## src/design/msbp_pkg.sv

```systemverilog
// msbp_pkg: shared types and constants of the msb-first bit packer
// no dependencies; used by the front, queue, back and top level modules
`timescale 1ns / 1ps

package msbp_pkg;

    localparam int FIELD_W         = 32;
    localparam int BIT_WIDTH_W     = 6;
    localparam int BYTE_W          = 8;
    localparam int PARTIAL_W       = 7;
    localparam int PARTIAL_CNT_W   = 3;
    localparam int MAX_FIELD_WIDTH = 32;
    localparam int WIDTH_LIMIT     = (MAX_FIELD_WIDTH < FIELD_W) ? MAX_FIELD_WIDTH : FIELD_W;
    localparam int S_TDATA_W       = 40;
    localparam int QUEUE_DEPTH     = 4;
    localparam int QUEUE_PTR_W     = 2;
    localparam int QUEUE_CNT_W     = 3;
    localparam int BYTE_CNT_W      = 3;

    // one queue entry: the completed bytes of one item, right-aligned
    typedef struct packed {
        logic [FIELD_W-1:0]    bytes;
        logic [BYTE_CNT_W-1:0] count;
    } msbp_entry_t;

    // queue status as seen by the front and back
    typedef struct packed {
        logic full;
        logic empty;
    } msbp_qstat_t;

endpackage

```

## src/design/msb_first_bit_packer.sv

```systemverilog
// msb_first_bit_packer: top level of the msb-first variable-length bit packer
// depends on msbp_pkg, msbp_front, msbp_queue, msbp_back
//
//   channel | direction | tdata (low bit up)                     | tuser / tlast
//   --------+-----------+----------------------------------------+---------------------
//   s_      | in        | field_bits[31:0], bit_width[37:32], pad | none
//   m_      | out       | byte_out[7:0]                           | tlast = last_byte
//
// the front takes one input transaction per cycle while the queue has room, bytes or not
// the back sends one byte per cycle while m_tready is high, and an item completes up to 4
// bytes of output; sustained rate is set by the byte output port
// m_tvalid rises once an item's bytes are queued and then popped into the back, if it is idle
// a four-entry queue lets the front keep accepting while the back stalls; s_tready drops when full
// synchronous active-low reset clears pending bits, queue pointers and m_tvalid; stored bytes are held
`timescale 1ns / 1ps

module msb_first_bit_packer (
    input  logic                              aclk,
    input  logic                              aresetn,
    input  logic                              s_tvalid,
    output logic                              s_tready,
    input  logic [msbp_pkg::S_TDATA_W-1:0]    s_tdata,   // field_bits[31:0], bit_width[37:32]
    output logic                              m_tvalid,
    input  logic                              m_tready,
    output logic [msbp_pkg::BYTE_W-1:0]       m_tdata,   // byte_out[7:0]
    output logic                              m_tlast
);
    import msbp_pkg::*;

    // front to queue
    logic        push;
    msbp_entry_t push_entry;
    // queue to back
    logic        pop;
    msbp_entry_t pop_entry;
    msbp_qstat_t qstat;

    // front: merge new bits with pending bits, split off whole bytes
    msbp_front u_front (
        .aclk       (aclk),
        .aresetn    (aresetn),
        .in_valid   (s_tvalid),
        .in_ready   (s_tready),
        .field_bits (s_tdata[FIELD_W-1:0]),
        .bit_width  (s_tdata[FIELD_W+BIT_WIDTH_W-1:FIELD_W]),
        .qstat      (qstat),
        .push       (push),
        .push_entry (push_entry)
    );

    // queue decouples item acceptance from byte output
    msbp_queue u_queue (
        .aclk       (aclk),
        .aresetn    (aresetn),
        .push       (push),
        .push_entry (push_entry),
        .pop        (pop),
        .pop_entry  (pop_entry),
        .qstat      (qstat)
    );

    // back: one byte per output transaction, last of an item marked
    msbp_back u_back (
        .aclk      (aclk),
        .aresetn   (aresetn),
        .qstat     (qstat),
        .pop_entry (pop_entry),
        .pop       (pop),
        .out_valid (m_tvalid),
        .out_ready (m_tready),
        .byte_out  (m_tdata),
        .last_byte (m_tlast)
    );

`ifndef SYNTHESIS
    // front never writes into a full queue
    a_no_overflow: assert property (@(posedge aclk) disable iff (!aresetn)
        push |-> !qstat.full)
        else $error("queue written while full");

    // back never reads an empty queue
    a_no_underflow: assert property (@(posedge aclk) disable iff (!aresetn)
        pop |-> !qstat.empty)
        else $error("queue read while empty");

    // a queue entry always carries at least one byte
    a_entry_nonempty: assert property (@(posedge aclk) disable iff (!aresetn)
        push |-> (push_entry.count != '0))
        else $error("empty byte group queued");

    // reset leaves the output idle
    a_reset_idle: assert property (@(posedge aclk)
        !aresetn |=> !m_tvalid)
        else $error("output valid right after reset");
`endif

endmodule

```

## src/design/msbp_front.sv

```systemverilog
// msbp_front: accepts items, merges them with the pending bits, splits off whole bytes
// depends on msbp_pkg
`timescale 1ns / 1ps

module msbp_front (
    input  logic                                 aclk,
    input  logic                                 aresetn,
    input  logic                                 in_valid,
    output logic                                 in_ready,
    input  logic [msbp_pkg::FIELD_W-1:0]         field_bits,
    input  logic [msbp_pkg::BIT_WIDTH_W-1:0]     bit_width,
    input  msbp_pkg::msbp_qstat_t                qstat,
    output logic                                 push,
    output msbp_pkg::msbp_entry_t                push_entry
);
    import msbp_pkg::*;

    localparam int COMB_W = FIELD_W + PARTIAL_W;

    logic [PARTIAL_W-1:0]     partial_reg, partial_next;
    logic [PARTIAL_CNT_W-1:0] count_reg, count_next;

    logic [FIELD_W:0]         one_sh;
    logic [FIELD_W-1:0]       value_mask;
    logic [COMB_W-1:0]        combined;
    logic [COMB_W-1:0]        shifted;
    logic [BIT_WIDTH_W-1:0]   total;
    logic [PARTIAL_CNT_W-1:0] rem;
    logic [BYTE_CNT_W-1:0]    nbytes;
    logic [PARTIAL_W:0]       rem_sh;
    logic                     width_ok;
    logic                     accept;

    assign in_ready = !qstat.full;
    assign accept   = in_valid && in_ready;
    assign width_ok = (bit_width <= BIT_WIDTH_W'(WIDTH_LIMIT));

    always_comb begin
        one_sh     = (FIELD_W+1)'(1) << bit_width;
        value_mask = one_sh[FIELD_W-1:0] - FIELD_W'(1);
        combined   = ({{FIELD_W{1'b0}}, partial_reg} << bit_width)
                   | {{PARTIAL_W{1'b0}}, field_bits & value_mask};
        total      = BIT_WIDTH_W'(count_reg) + bit_width;
        rem        = total[PARTIAL_CNT_W-1:0];
        nbytes     = total[BIT_WIDTH_W-1:PARTIAL_CNT_W];
        shifted    = combined >> rem;
        rem_sh     = (PARTIAL_W+1)'(1) << rem;
    end

    assign push             = accept && width_ok && (nbytes != '0);
    assign push_entry.bytes = shifted[FIELD_W-1:0];
    assign push_entry.count = nbytes;

    always_comb begin
        partial_next = partial_reg;
        count_next   = count_reg;
        if (accept && width_ok) begin
            partial_next = combined[PARTIAL_W-1:0] & (rem_sh[PARTIAL_W-1:0] - PARTIAL_W'(1));
            count_next   = rem;
        end
    end

    always_ff @(posedge aclk) begin
        if (!aresetn) begin
            partial_reg <= '0;
            count_reg   <= '0;
        end else begin
            partial_reg <= partial_next;
            count_reg   <= count_next;
        end
    end

endmodule

```

## src/design/msbp_queue.sv

```systemverilog
// msbp_queue: short fifo of byte groups between front and back
// depends on msbp_pkg
`timescale 1ns / 1ps

module msbp_queue (
    input  logic                  aclk,
    input  logic                  aresetn,
    input  logic                  push,
    input  msbp_pkg::msbp_entry_t push_entry,
    input  logic                  pop,
    output msbp_pkg::msbp_entry_t pop_entry,
    output msbp_pkg::msbp_qstat_t qstat
);
    import msbp_pkg::*;

    msbp_entry_t            slot_reg [QUEUE_DEPTH];
    logic [QUEUE_PTR_W-1:0] wr_ptr_reg, wr_ptr_next;
    logic [QUEUE_PTR_W-1:0] rd_ptr_reg, rd_ptr_next;
    logic [QUEUE_CNT_W-1:0] fill_reg, fill_next;

    assign qstat.full  = (fill_reg == QUEUE_CNT_W'(QUEUE_DEPTH));
    assign qstat.empty = (fill_reg == '0);
    assign pop_entry   = slot_reg[rd_ptr_reg];

    always_comb begin
        wr_ptr_next = wr_ptr_reg + QUEUE_PTR_W'(push);
        rd_ptr_next = rd_ptr_reg + QUEUE_PTR_W'(pop);
        fill_next   = fill_reg + QUEUE_CNT_W'(push) - QUEUE_CNT_W'(pop);
    end

    always_ff @(posedge aclk) begin
        if (push) begin
            slot_reg[wr_ptr_reg] <= push_entry;
        end
    end

    always_ff @(posedge aclk) begin
        if (!aresetn) begin
            wr_ptr_reg <= '0;
            rd_ptr_reg <= '0;
            fill_reg   <= '0;
        end else begin
            wr_ptr_reg <= wr_ptr_next;
            rd_ptr_reg <= rd_ptr_next;
            fill_reg   <= fill_next;
        end
    end

endmodule

```

## src/design/msbp_back.sv

```systemverilog
// msbp_back: takes byte groups from the queue and sends them one byte per transaction
// depends on msbp_pkg
`timescale 1ns / 1ps

module msbp_back (
    input  logic                          aclk,
    input  logic                          aresetn,
    input  msbp_pkg::msbp_qstat_t         qstat,
    input  msbp_pkg::msbp_entry_t         pop_entry,
    output logic                          pop,
    output logic                          out_valid,
    input  logic                          out_ready,
    output logic [msbp_pkg::BYTE_W-1:0]   byte_out,
    output logic                          last_byte
);
    import msbp_pkg::*;

    localparam logic [BYTE_CNT_W-1:0] ONE_LEFT = BYTE_CNT_W'(1);

    logic                     valid_reg, valid_next;
    logic [FIELD_W-1:0]       bytes_reg, bytes_next;
    logic [BYTE_CNT_W-1:0]    left_reg, left_next;
    logic                     done;

    assign out_valid = valid_reg;
    assign last_byte = (left_reg == ONE_LEFT);
    assign done      = !valid_reg || (out_ready && last_byte);
    assign pop       = done && !qstat.empty;

    // earliest byte sits highest among the ones still left
    always_comb begin
        unique case (left_reg)
            BYTE_CNT_W'(4): byte_out = bytes_reg[31:24];
            BYTE_CNT_W'(3): byte_out = bytes_reg[23:16];
            BYTE_CNT_W'(2): byte_out = bytes_reg[15:8];
            BYTE_CNT_W'(1): byte_out = bytes_reg[7:0];
            default:        byte_out = '0;
        endcase
    end

    always_comb begin
        valid_next = valid_reg;
        bytes_next = bytes_reg;
        left_next  = left_reg;
        if (pop) begin
            valid_next = 1'b1;
            bytes_next = pop_entry.bytes;
            left_next  = pop_entry.count;
        end else if (done) begin
            valid_next = 1'b0;
        end else if (out_ready) begin
            left_next  = left_reg - ONE_LEFT;
        end
    end

    always_ff @(posedge aclk) begin
        bytes_reg <= bytes_next;
    end

    always_ff @(posedge aclk) begin
        if (!aresetn) begin
            valid_reg <= 1'b0;
            left_reg  <= '0;
        end else begin
            valid_reg <= valid_next;
            left_reg  <= left_next;
        end
    end

endmodule

```

## config.mk

```make
export PLATFORM = sky130hd
export DESIGN_NAME = msb_first_bit_packer
export DESIGN_NICKNAME = d
export VERILOG_FILES = /design/src/design/msbp_pkg.sv /design/src/design/msb_first_bit_packer.sv /design/src/design/msbp_front.sv /design/src/design/msbp_queue.sv /design/src/design/msbp_back.sv
export SDC_FILE = /design/constraint.sdc
export NUM_CORES = 1
export LEC_CHECK = 0
export BUFFER_PORTS_ARGS = -buffer_cell sky130_fd_sc_hd__buf_4
export CORE_UTILIZATION = 65
export DETAILED_ROUTE_END_ITERATION = 12
export PLACE_DENSITY = 0.84
export SYNTH_ARGS = -nofsm -noshare
export SYNTH_HDL_FRONTEND = slang
export SYNTH_SLANG_ARGS = --single-unit
```

## constraint.sdc

```tcl
create_clock -name aclk -period 13.9 [get_ports aclk]
set_clock_uncertainty 0.05 [all_clocks]
set_input_delay 2.78 -clock aclk [delete_from_list [all_inputs] [get_ports aclk]]
set_output_delay 2.78 -clock aclk [all_outputs]
set_load 0.01 [all_outputs]
```

==> metrics.md, run 1 <==
| Metric | Value |
|---|---|
| Worst Tran Pin Value | 1.145 ns |
| Core area | 0.01658 mm^2 |
| Post-synth EDFFs | roughly 170 |
| Ant diodes | 0 |
| Multi-input combinational cell area | approximately 0.005 mm^2 |
| WL/cell | 28.55 um |
| Post-CTS setup buffers | 0 |
| Most common cell after layout, fill and taps aside | edfxtp_1 |
| Max FFs per register | 140 |
| Min-delay worst type | flop to flop |
| Global-route wire length before repair | 48.83 mm |
| Antenna violations before repair | 0 |
| Avg Cell Area, Syn | 12.20 um^2 |
| Initial Util | about two thirds |
| Vias | roughly 8.7k |
| Clock latency on the worst-skew pair | between 0.4 and 0.5 ns |
| CTS Hold Bufs | 0 |
| RSZ-0062 raised after global routing | false |
| GPL Wtd Cong | 0.9986 |
| H-tree Lvls | 4 |
| Final Setup Violations | 0 |
| Power density cells | ~160 mW/mm^2 |
| Post-Syn Area | 0.01107 mm^2 |
| Crit. End Element | flop |
| Max-cap violations | 0 |
| First-pass iteration count of the detailed router | 6 |
| I/O Buffers | 52 |
| GRT Residual Overflow | 0 |
| Sequential share of the synthesized area | roughly half |
| Vias in the first global route | roughly 8.1k |
| Num ports | between 50 and 60 |
| Mapped Cells | a little over 900 |
| Max-slew violation count | 0 |
| Final Hold Fails | 0 |
| Final WL | 32.74 mm |
| Setup TNS | 0 ns |
| # nets final | between 900 and 1k |
| Reg clk slew, reported paths | 0.07 ns |
| Yosys warnings | 0 |
| Async SR Flop Fraction | 0% |
| Worst EP arrival | 6.42 ns |
| Slew margin rel. | a little under a quarter |
| DRC viols | 0 |
| Top cell type's share of synthesized area | a little under half |
| Die outline height | 132.5 um |
| Ratio of cells with drive above 1 in the final layout | around a fifth |
| Maximum VDD drop | 0.0001439 V |
| Synth Flop Type | edfxtp_1 |
| TritonCTS clock tree | yes |
| CTS buffer count | 17 |
| # resized after CTS | 0 |
| DR vias/cell | 7.561 |
| Count of cell types in the netlist | just over 100 |
| Total Routing Usage GR | 37.95% |
| P_leak | 4.058 nW |
| Clock Tree Buf Depth | 2 |
| Syn_nets | approximately 970 |
| CTS sink count | around 190 |
| Peak Freq | 0.1553 GHz |
| Row count | 47 |
| Detailed placement HPWL | approximately 22 mm |
| Root Buffer | clkbuf_16 |
| WP data required | about 14 ns |
| Leading post-synthesis cells by cell area | edfxtp_1 47%, mux4_2 7.9%, dfxtp_1 3.8% |
| Largest net degree at the start of global routing | 53 |
| Utilization after layout | 72.59% |
| Area Growth Syn to Fin | 8.712% |
| Reg area | 0.005587 mm^2 |
| Fill count | 1068 |
| Full die area | 0.01756 mm^2 |
| Die extent in x | 132.5 um |
| Worst Path Max Fanout | 51 |
| Commonest non-fill, non-tap cells in the layout | 172 x edfxtp_1, 67 x nand2_1, 63 x buf_4, 48 x o21ai_0, 39 x mux4_2 |
| Crit path time final | 6.438 ns |
| Synth Register Bits | 193 |
| Crit Path Category | input pin to flop |
| DR iter-0 viols | 1570 |
| Yosys top cell by area | edfxtp_1 |
| Crit start category | input pin |
| Antenna viol nets, final | 0 |
| Crit share post-route | 46.31% |
| Outcome | completed |
where the power goes:
group	switching, mW	total, mW	internal [mW]
clock network	0.207	0.454	0.247
logic	0.408	0.664	0.257
registers	0.0516	0.837	0.786
logic make-up (layout without fill, tap and decap cells):
kind of cell               count (synthesis)  count (layout)  share of synthesized area (%)
DFF                                      193             193                          50.44
buffers and inverters                     91             110                          3.966
and+or+nand+nor                          253             253                          12.69
xor gates and xnor gates                  11              11                         0.8700
adders and majority gates                 16              16                          1.944
muxes                                     76              76                          11.42
AOI/OAI and AO/OA                        268             268                          18.67
stage by stage:
stage / worst slack (ns) / cell area [um^2] / total power, mW / std cells / hold slack (ns)
after global placement: 7.178 / 11500 / 1.435 / 1115 / 0.4507
final: 7.462 / 12040 / 1.955 / 1147 / 0.4809
after CTS: 7.602 / 12040 / 1.942 / 1147 / 0.4810
after detailed placement: 7.154 / 11500 / 1.479 / 1115 / 0.4638
after global routing: 7.295 / 12040 / 2.018 / 1147 / 0.4982
after floorplan: 6.604 / 11070 / 1.262 / 908 / 0.4304
worst max-delay path, stage by stage:
cell     delay, ns
buf_4         0.28
or2_0         0.51
o41ai_1       0.54
nand3_1       0.66
a41oi_2       0.56
nand2_1       0.17
nor2_4        0.88
Yosys cell counts, drive strengths merged (15+ instances only):
library cell and n:
mux2i 24, nand2 67, a22oi 15, o21ai 54, nor2b 17, and2 15
mux4 39, nand3 23, buf 40, nor3 21, nor2 41, edfxtp 172
inv 15, dfxtp 21, o211ai 15, a21oi 22, clkbuf 36
per-layer routing:
| metal | vias to the layer above | routed length [um] | track usage [%] |
|---|---|---|---|
| li1 | 3674 | - | - |
| met1 | 4219 | 12120 | 48.81 |
| met2 | 659 | 16070 | 62.98 |
| met3 | 121 | 2736 | 4.636 |
| met4 | 0 | 1813 | 21.20 |
| met5 | - | 0 | 0 |
area by class of cell:
cell class              instances  area share (%)
flip-flops and latches        193           46.41
multi-input cells             624           42.42
repair buffers                 63           3.929
clock buffers                  19           3.596
well taps                     220           2.287
clock inverters                13          0.8939
inverters                      15          0.4677
path summary, 6_finish.rpt:
path	startpoint	to	depth (start not counted)	slack (ns)
worst min register to register	u_front.count_reg[0]$_SDFFE_PN0P_	u_front.count_reg[0]$_SDFFE_PN0P_	2	0.48
worst max-delay path	s_tdata[33]	u_queue.slot_reg[1][26]$_DFFE_PP_	7	7.46
worst min-delay path	u_front.count_reg[0]$_SDFFE_PN0P_	u_front.count_reg[0]$_SDFFE_PN0P_	2	0.48
worst max register to register	u_back.left_reg[1]$_SDFFE_PN0P_	u_queue.fill_reg[2]$_SDFF_PN0_	13	10.33
No activity file was read; power rests on OpenSTA's default activity.
==> run 2: changes to the inputs <==
ABC_AREA = 1   (was not set)
CORE_UTILIZATION = 62   (was 65)
PLACE_DENSITY = 0.81   (was 0.84)
clock period = 6.55 ns   (was 13.9 ns; I/O delays follow)
==> run 2 against run 1 <==
Hold slack worse by 0.053 ns. Via count is 8.1% higher. Synthesized cell count up 40%. Combinational power grew 120%. Clock power rose by 120%. Non-clock buffer count up 2. Wire length decreased by 8.9%. Area after synthesis decreased by 2.2%. Sequential power grew 120%. Critical path depth is 2 higher.
==> metrics.md, run 2 <==
| Metric | Value |
|---|---|
| Outcome | completed |
| Crit path time final | roughly 4.6 ns |
| Clock share of power | 23.7% (+0.5 points) |
| Commonest non-fill, non-tap cells in the layout | 296 x nand2_1, 184 x nand3_1, 172 x edfxtp_1, 132 x nor2_1, 105 x o21ai_0 |
| H-tree Lvls | 4 (unchanged) |
| Post-CTS setup buffers | 0 (unchanged) |
| Crit path cell chain | buf_4 -> inv_2 -> nand3_1 -> o21ai_0 -> nand3_1 -> nor2_1 -> nand2_1 -> nor2_4 -> buf_4 |
| Worst Path Max Fanout | 39 (-24%) |
| Antenna violations before repair | 0 (unchanged) |
| Largest net degree at the start of global routing | 72 (+36%) |
| Sw power | 1.634 mW (+150%) |
| CTS Hold Bufs | 0 (unchanged) |
| Top cell type's share of synthesized area | 47.68% (+1.0 points) |
| GRT Residual Overflow | 0 (unchanged) |
| RSZ-0062 raised after global routing | false |
| First-pass iteration count of the detailed router | 8 (+2) |
| Worst Tran Pin Value | 0.9993 ns (-0.1452 ns) |
| Die outline height | 134.2 um (+1.3%) |
| Crit. End Element | flop |
| CTS buffer count | 17 (unchanged) |
| Utilization after layout | 70.24% (-2.3 points) |
| WP data required | 6.63 ns (-7.25 ns) |
| GPL Wtd Cong | 0.9597 (-3.9%) |
| Setup TNS | 0 ns (unchanged) |
| DP Area | 0.01123 mm^2 (-2.3%) |
| Crit share post-route | 69.99% |
| Post-route setup slack | 1.966 ns (-5.497 ns) |
| Total Routing Usage GR | 34.32% (-3.6 points) |
| Final Setup Violations | 0 (unchanged) |
| Most common cell after layout, fill and taps aside | nand2_1 |
| Clock latency on the worst-skew pair | 0.45 ns (+0.02 ns) |
| # resized after CTS | 0 (unchanged) |
| Ant diodes | 0 (unchanged) |
| Area Growth Syn to Fin | 9.055% |
| Final WL | 29.83 mm (-8.9%) |
| Initial Util | 64.41% (-2.4 points) |
| DR iter-0 viols | 953 (-39%) |
| Synth Flop Type | edfxtp_1 |
| Ratio of cells with drive above 1 in the final layout | 11.78% (-8.1 points) |
| DR vias/cell | 6.211 (-18%) |
| Reg2reg path depth | 11 (-2) |
| Crit-path slowest cell | nor2_4 |
| Detailed placement HPWL | 21.00 mm (-3.2%) |
| Power share of the sequential group | 42.1% (-0.7 points) |
| Sw Share | 38.21% (+4.1 points) |
| Root Buffer | clkbuf_16 |
| DRC viols | 0 (unchanged) |
| Async SR Flop Fraction | 0% (unchanged) |
| Slew margin rel. | 33.30% (+9.8 points) |
| Maximum VDD drop | 0.0003483 V (+140%) |
| Row count | 47 (unchanged) |
| Count of cell types in the netlist | 46 (-54%) |
| Full die area | 0.01801 mm^2 (+2.5%) |
| Max-cap violations | 0 (unchanged) |
| Core area | 0.01682 mm^2 (+1.4%) |
| Antenna viol nets, final | 0 (unchanged) |
| CP peak stage delay | 0.66 ns (-0.22 ns) |
| Final Hold Fails | 0 (unchanged) |
| Crit start category | input pin |
| Final Instance Area | 0.01181 mm^2 (-1.9%) |
| Peak Freq | 0.2181 GHz |
| CP top delay family | simple AND/OR/NAND/NOR gates |
| Post-synth EDFFs | 172 (unchanged) |
| Most common cell in the synthesized netlist | nand2_1 |
| Yosys top cell by area | edfxtp_1 |
| Mapped Cells | 1269 (+40%) |
| P_leak | 4.852 nW (+20%) |
| Syn_nets | 1329 (+37%) |
| Yosys warnings | 0 (unchanged) |
| Die extent in x | 134.2 um (+1.3%) |
| # nets final | 1337 (+37%) |
| Vias | 9379 (+8.1%) |
| Crit Path Category | input pin to flop |
| Max FFs per register | 140 (unchanged) |
| Max-slew violation count | 0 (unchanged) |
| Power density cells | 361.9 mW/mm^2 (+120%) |
| Leading post-synthesis cells by cell area | edfxtp_1 48%, nand2_1 10%, nand3_1 8.5% |
| Global-route wire length before repair | 46.28 mm (-5.2%) |
| Num ports | 55 (unchanged) |
| Internal power | 2.642 mW (+100%) |
| Worst EP arrival | 4.67 ns (-1.75 ns) |
| Reg clk slew, reported paths | 0.08 ns (about the same) |
| CTS sink count | 193 (unchanged) |
| Fill count | 1293 (+21%) |
| Stages on worst setup path | 9 (+2) |
| Clock Tree Buf Depth | 2 (unchanged) |
| Post-Syn Area | 0.01083 mm^2 (-2.2%) |
| Vias in the first global route | 8832 (+8.8%) |
| I/O Buffers | 52 (unchanged) |
| Comb power frac | 34.2% (+0.2 points) |
| WP buf/inv | 3 (+2) |
| TritonCTS clock tree | yes |
| Pre-CTS setup slack | 1.572 ns (-5.581 ns) |
| Most instantiated cells after synthesis | 296 x nand2_1, 184 x nand3_1, 172 x edfxtp_1 |
| Synth Register Bits | 193 (unchanged) |
| Min-delay worst type | flop to flop |
| WHS Path Cells | 2 (unchanged) |
| WL/cell | 19.75 um (-31%) |
| Avg Cell Area, Syn | 8.537 um^2 (-30%) |
| Sequential share of the synthesized area | 51.56% (+1.1 points) |
-- run 2: routing by layer --
metal  vias up  wire [um]  track usage (%)
li1       4426          -                -
met1      4372      11580            42.16
met2       485      14600            58.78
met3        96       2206            5.367
met4         0       1443            17.60
met5         -          0                0
-- run 2: power groups by stage --
stage / clock [mW] / combinational, mW / sequential [mW]
floorplan: 0 / 0.987 / 1.78
CTS: 1.02 / 1.43 / 1.80
global placement: 0 / 1.36 / 1.81
global route: 1.07 / 1.61 / 1.81
finish: 1.01 / 1.46 / 1.80
detailed placement: 0 / 1.41 / 1.82
-- run 2: logic make-up after synthesis --
| kind of cell | count (synthesis) | share of synthesized area [%] |
|---|---|---|
| flip-flops | 193 | 51.56 |
| AND/OR/NAND/NOR | 701 | 29.21 |
| multiplexers | 1 | 0.09240 |
| XOR/XNOR | 6 | 0.4851 |
| adder cells (fa/ha/maj) | 16 | 1.987 |
| AO/OA/AOI/OAI | 198 | 10.25 |
| buffers and inverters | 154 | 6.422 |
-- run 2: through the flow --
stage	hold slack, ns	std cells	power [mW]
3_5_place_dp	0.4178	1478	3.232
4_1_cts	0.4294	1510	4.245
5_1_grt	0.4601	1510	4.491
3_3_place_gp	0.4148	1478	3.169
2_1_floorplan	0.3991	1269	2.764
6_report	0.4284	1510	4.276
-- run 2: worst paths after layout --
path	start	endpoint	slack, ns
max	s_tdata[35]	u_queue.slot_reg[0][10]$_DFFE_PP_	1.97
min	u_front.count_reg[2]$_SDFFE_PN0P_	u_front.count_reg[2]$_SDFFE_PN0P_	0.43
max reg2reg	u_front.count_reg[0]$_SDFFE_PN0P_	u_queue.slot_reg[0][10]$_DFFE_PP_	2.99
min reg2reg	u_front.count_reg[2]$_SDFFE_PN0P_	u_front.count_reg[2]$_SDFFE_PN0P_	0.43
-- run 2: area by class of cell --
| type | count | area, um^2 | share of cell area, % |
|---|---|---|---|
| Sequential cell | 193 | 5587 | 47.29 |
| Multi-Input combinational cell | 922 | 4584 | 38.81 |
| Timing Repair Buffer | 65 | 488.0 | 4.130 |
| Clock buffer | 17 | 425.4 | 3.601 |
| Inverter | 78 | 295.3 | 2.499 |
| Tap cell | 220 | 275.3 | 2.330 |
| Clock inverter | 15 | 158.9 | 1.345 |
-- run 2: worst min-delay path, delay by kind of cell, from the launching register on --
family / cells / cell delay (ns)
AND/OR/NAND/NOR: 1 / 0.06
flip-flops: 1 / 0.32
AO/OA/AOI/OAI: 1 / 0.05
==> run 3: changes to the inputs <==
ABC_AREA = 0   (was 1)
PLACE_DENSITY = 0.8   (was 0.81)
clock period = 4.78 ns   (was 6.55 ns; I/O delays follow)
==> run 3 against run 2 <==
Utilization is 0.43 points higher. Hold slack better by 0.064 ns. Worst setup slack worse by 1.2 ns. Clock power is 43% higher. Clock-buffer cell count stayed put. Final cell count is 22% lower. Design area is 3.8% higher. Die area is 2.2% higher. Global-route usage is 0.79 points higher. Sequential power is 33% higher. Critical path depth is 1 higher. Combinational power is 32% higher. Critical endpoint is now u_queue.slot_reg[0][13]$_DFFE_PP_. Largest cell class unchanged.
==> metrics.md, run 3 (same netlist as run 1, synthesis figures left out) <==
| Metric | Value |
|---|---|
| Commonest non-fill, non-tap cells in the layout | 172 x edfxtp_1, 83 x buf_4, 67 x nand2_1, 48 x o21ai_0, 39 x mux4_2 |
| GRT Residual Overflow | 0 (unchanged) |
| Overall Power | 5.758 mW (+35%) |
| Max-slew violation count | 0 (unchanged) |
| Final WL | 31.26 mm (+4.8%) |
| Most frequent CP cell | nor2_1 |
| Crit path time final | 4.002 ns |
| Power density cells | 469.5 mW/mm^2 (+30%) |
| Outcome | completed |
| Vias | 8425 (-10%) |
| GPL Wtd Cong | 0.9890 (+3.1%) |
| Slew margin rel. | 44.16% (+11 points) |
| Worst EP arrival | 4.12 ns (-0.55 ns) |
| Crit. End Element | flop |
| Vias in the first global route | 7951 (-10%) |
| CTS Hold Bufs | 0 (unchanged) |
| CP peak stage delay | 0.50 ns (-0.16 ns) |
| Initial Util | 63.80% (-0.61 points) |
| First-pass iteration count of the detailed router | 6 (-2) |
| Final Hold Fails | 0 (unchanged) |
| TritonCTS clock tree | yes |
| Max FFs per register | 140 (unchanged) |
| Maximum VDD drop | 0.0005724 V (+64%) |
| Die extent in x | 135.6 um (+1.1%) |
| Clock Tree Buf Depth | 2 (unchanged) |
| Max-cap violations | 0 (unchanged) |
| P_leak | 4.184 nW (-14%) |
| Antenna viol nets, final | 0 (unchanged) |
| Reg area | 0.005587 mm^2 (unchanged) |
| # nets final | 994 (-26%) |
| Crit path cell chain | buf_4 -> nor4_4 -> nand2_1 -> ha_1 -> nor2_1 -> a311oi_1 -> o2bb2ai_1 -> nor2_1 -> mux4_2 -> mux2i_1 |
| Ant diodes | 0 (unchanged) |
| Worst Path Max Fanout | 21 (-46%) |
| Post-CTS setup buffers | 0 (unchanged) |
| Crit Path Category | input pin to flop |
| Crit share post-route | between 80 and 90% |
| Worst Tran Pin Value | 0.8335 ns (-0.1659 ns) |
| Clock latency on the worst-skew pair | 0.43 ns (-0.02 ns) |
| Root Buffer | clkbuf_16 |
| Final Setup Violations | 0 (unchanged) |
| Setup TNS | 0 ns (unchanged) |
| DR iter-0 viols | 1288 (+35%) |
| Reg clk slew, reported paths | 0.08 ns (about the same) |
| WP data required | 4.90 ns (-1.73 ns) |
| Crit-path slowest cell | ha_1 |
| Die outline height | 135.6 um (+1.1%) |
| DRC viols | 0 (unchanged) |
| I/O Buffers | 52 (unchanged) |
| Core area | 0.01736 mm^2 (+3.2%) |
| Crit start category | input pin |
| WP buf/inv | 1 (-2) |
| Total Routing Usage GR | 35.11% (+0.79 points) |
| CP top delay family | simple AND/OR/NAND/NOR gates |
| Antenna violations before repair | 0 (unchanged) |
| Row count | 48 (+2.1%) |
| Detailed placement HPWL | 21.71 mm (+3.4%) |
| WL/cell | 26.67 um (+35%) |
| Num ports | 55 (unchanged) |
| Largest net degree at the start of global routing | 51 (-29%) |
| Area Growth Syn to Fin | 10.77% |
| Global-route wire length before repair | 47.02 mm (+1.6%) |
| Ratio of cells with drive above 1 in the final layout | 22.18% (+10 points) |
| DR vias/cell | 7.189 (+16%) |
| H-tree Lvls | 4 (unchanged) |
| Most common cell after layout, fill and taps aside | edfxtp_1 |
| # resized after CTS | 0 (unchanged) |
| Fill count | 1166 (-9.8%) |
| Peak Freq | 0.2499 GHz |
| CTS buffer count | 17 (unchanged) |
| Hold_ws | 0.4927 ns (+0.06431 ns) |
| Multi-input combinational cell area | 0.005112 mm^2 (+12%) |
| Min-delay worst type | flop to flop |
| Utilization after layout | 70.67% (+0.43 points) |
| RSZ-0062 raised after global routing | false |
| CTS sink count | 193 (unchanged) |
| Full die area | 0.01840 mm^2 (+2.2%) |
run 3: cell count changes in the layout (fill, tap and decap cells not counted), moves of 30 or more:
cell / delta
inv_1: -55
mux4_2: +39
nand2_1: -229
nand3_1: -161
nor2_1: -97
o21ai_0: -57
o22ai_1: -30
run 3: worst min-delay path, stage by stage, from the launching register on:
cell and delay, ns:
dfxtp_1 0.32, a21oi_1 0.13, nor2b_1 0.06
run 3: worst paths after layout:
check / to / cells past startpoint / slack, ns / from
hold reg to reg: u_front.count_reg[2]$_SDFFE_PN0P_ / 2 / 0.49 / u_front.count_reg[2]$_SDFFE_PN0P_
hold / removal: u_front.count_reg[2]$_SDFFE_PN0P_ / 2 / 0.49 / u_front.count_reg[2]$_SDFFE_PN0P_
setup / recovery: u_queue.slot_reg[0][13]$_DFFE_PP_ / 10 / 0.78 / s_tdata[34]
setup reg to reg: u_queue.fill_reg[2]$_SDFF_PN0_ / 13 / 1.37 / u_back.left_reg[1]$_SDFFE_PN0P_
run 3: final cells by class:
class                   count  share of cell area, %
clock inverters            15                  1.469
multi-input cells         624                  41.68
repair buffers             83                  5.080
inverters                  15                 0.4590
flip-flops and latches    193                  45.55
clock buffers              17                  3.468
well taps                 225                  2.295
run 3: through the flow:
step / setup slack, ns / cells / area, um^2
2_1_floorplan: 0.2003 / 908 / 11080
4_1_cts: 0.9120 / 1172 / 12270
3_3_place_gp: 0.5748 / 1140 / 11660
3_5_place_dp: 0.5055 / 1140 / 11660
6_report: 0.7784 / 1172 / 12270
5_1_grt: 0.6152 / 1172 / 12270
run 3: routing by layer:
| metal | GRT usage (%) | routed length (um) | up-vias |
|---|---|---|---|
| met5 | 0 | 0 | - |
| met4 | 18.98 | 1683 | 0 |
| met3 | 4.938 | 2243 | 109 |
| met2 | 57.77 | 15090 | 511 |
| met1 | 44.97 | 12240 | 4093 |
| li1 | - | - | 3712 |
run 3: where the power goes:
group          total [mW]  switching [mW]  internal, mW  leakage (nW)
clock                1.44           0.683         0.756         0.297
combinational        1.93            1.16         0.772          2.14
sequential           2.39           0.111          2.28          1.75
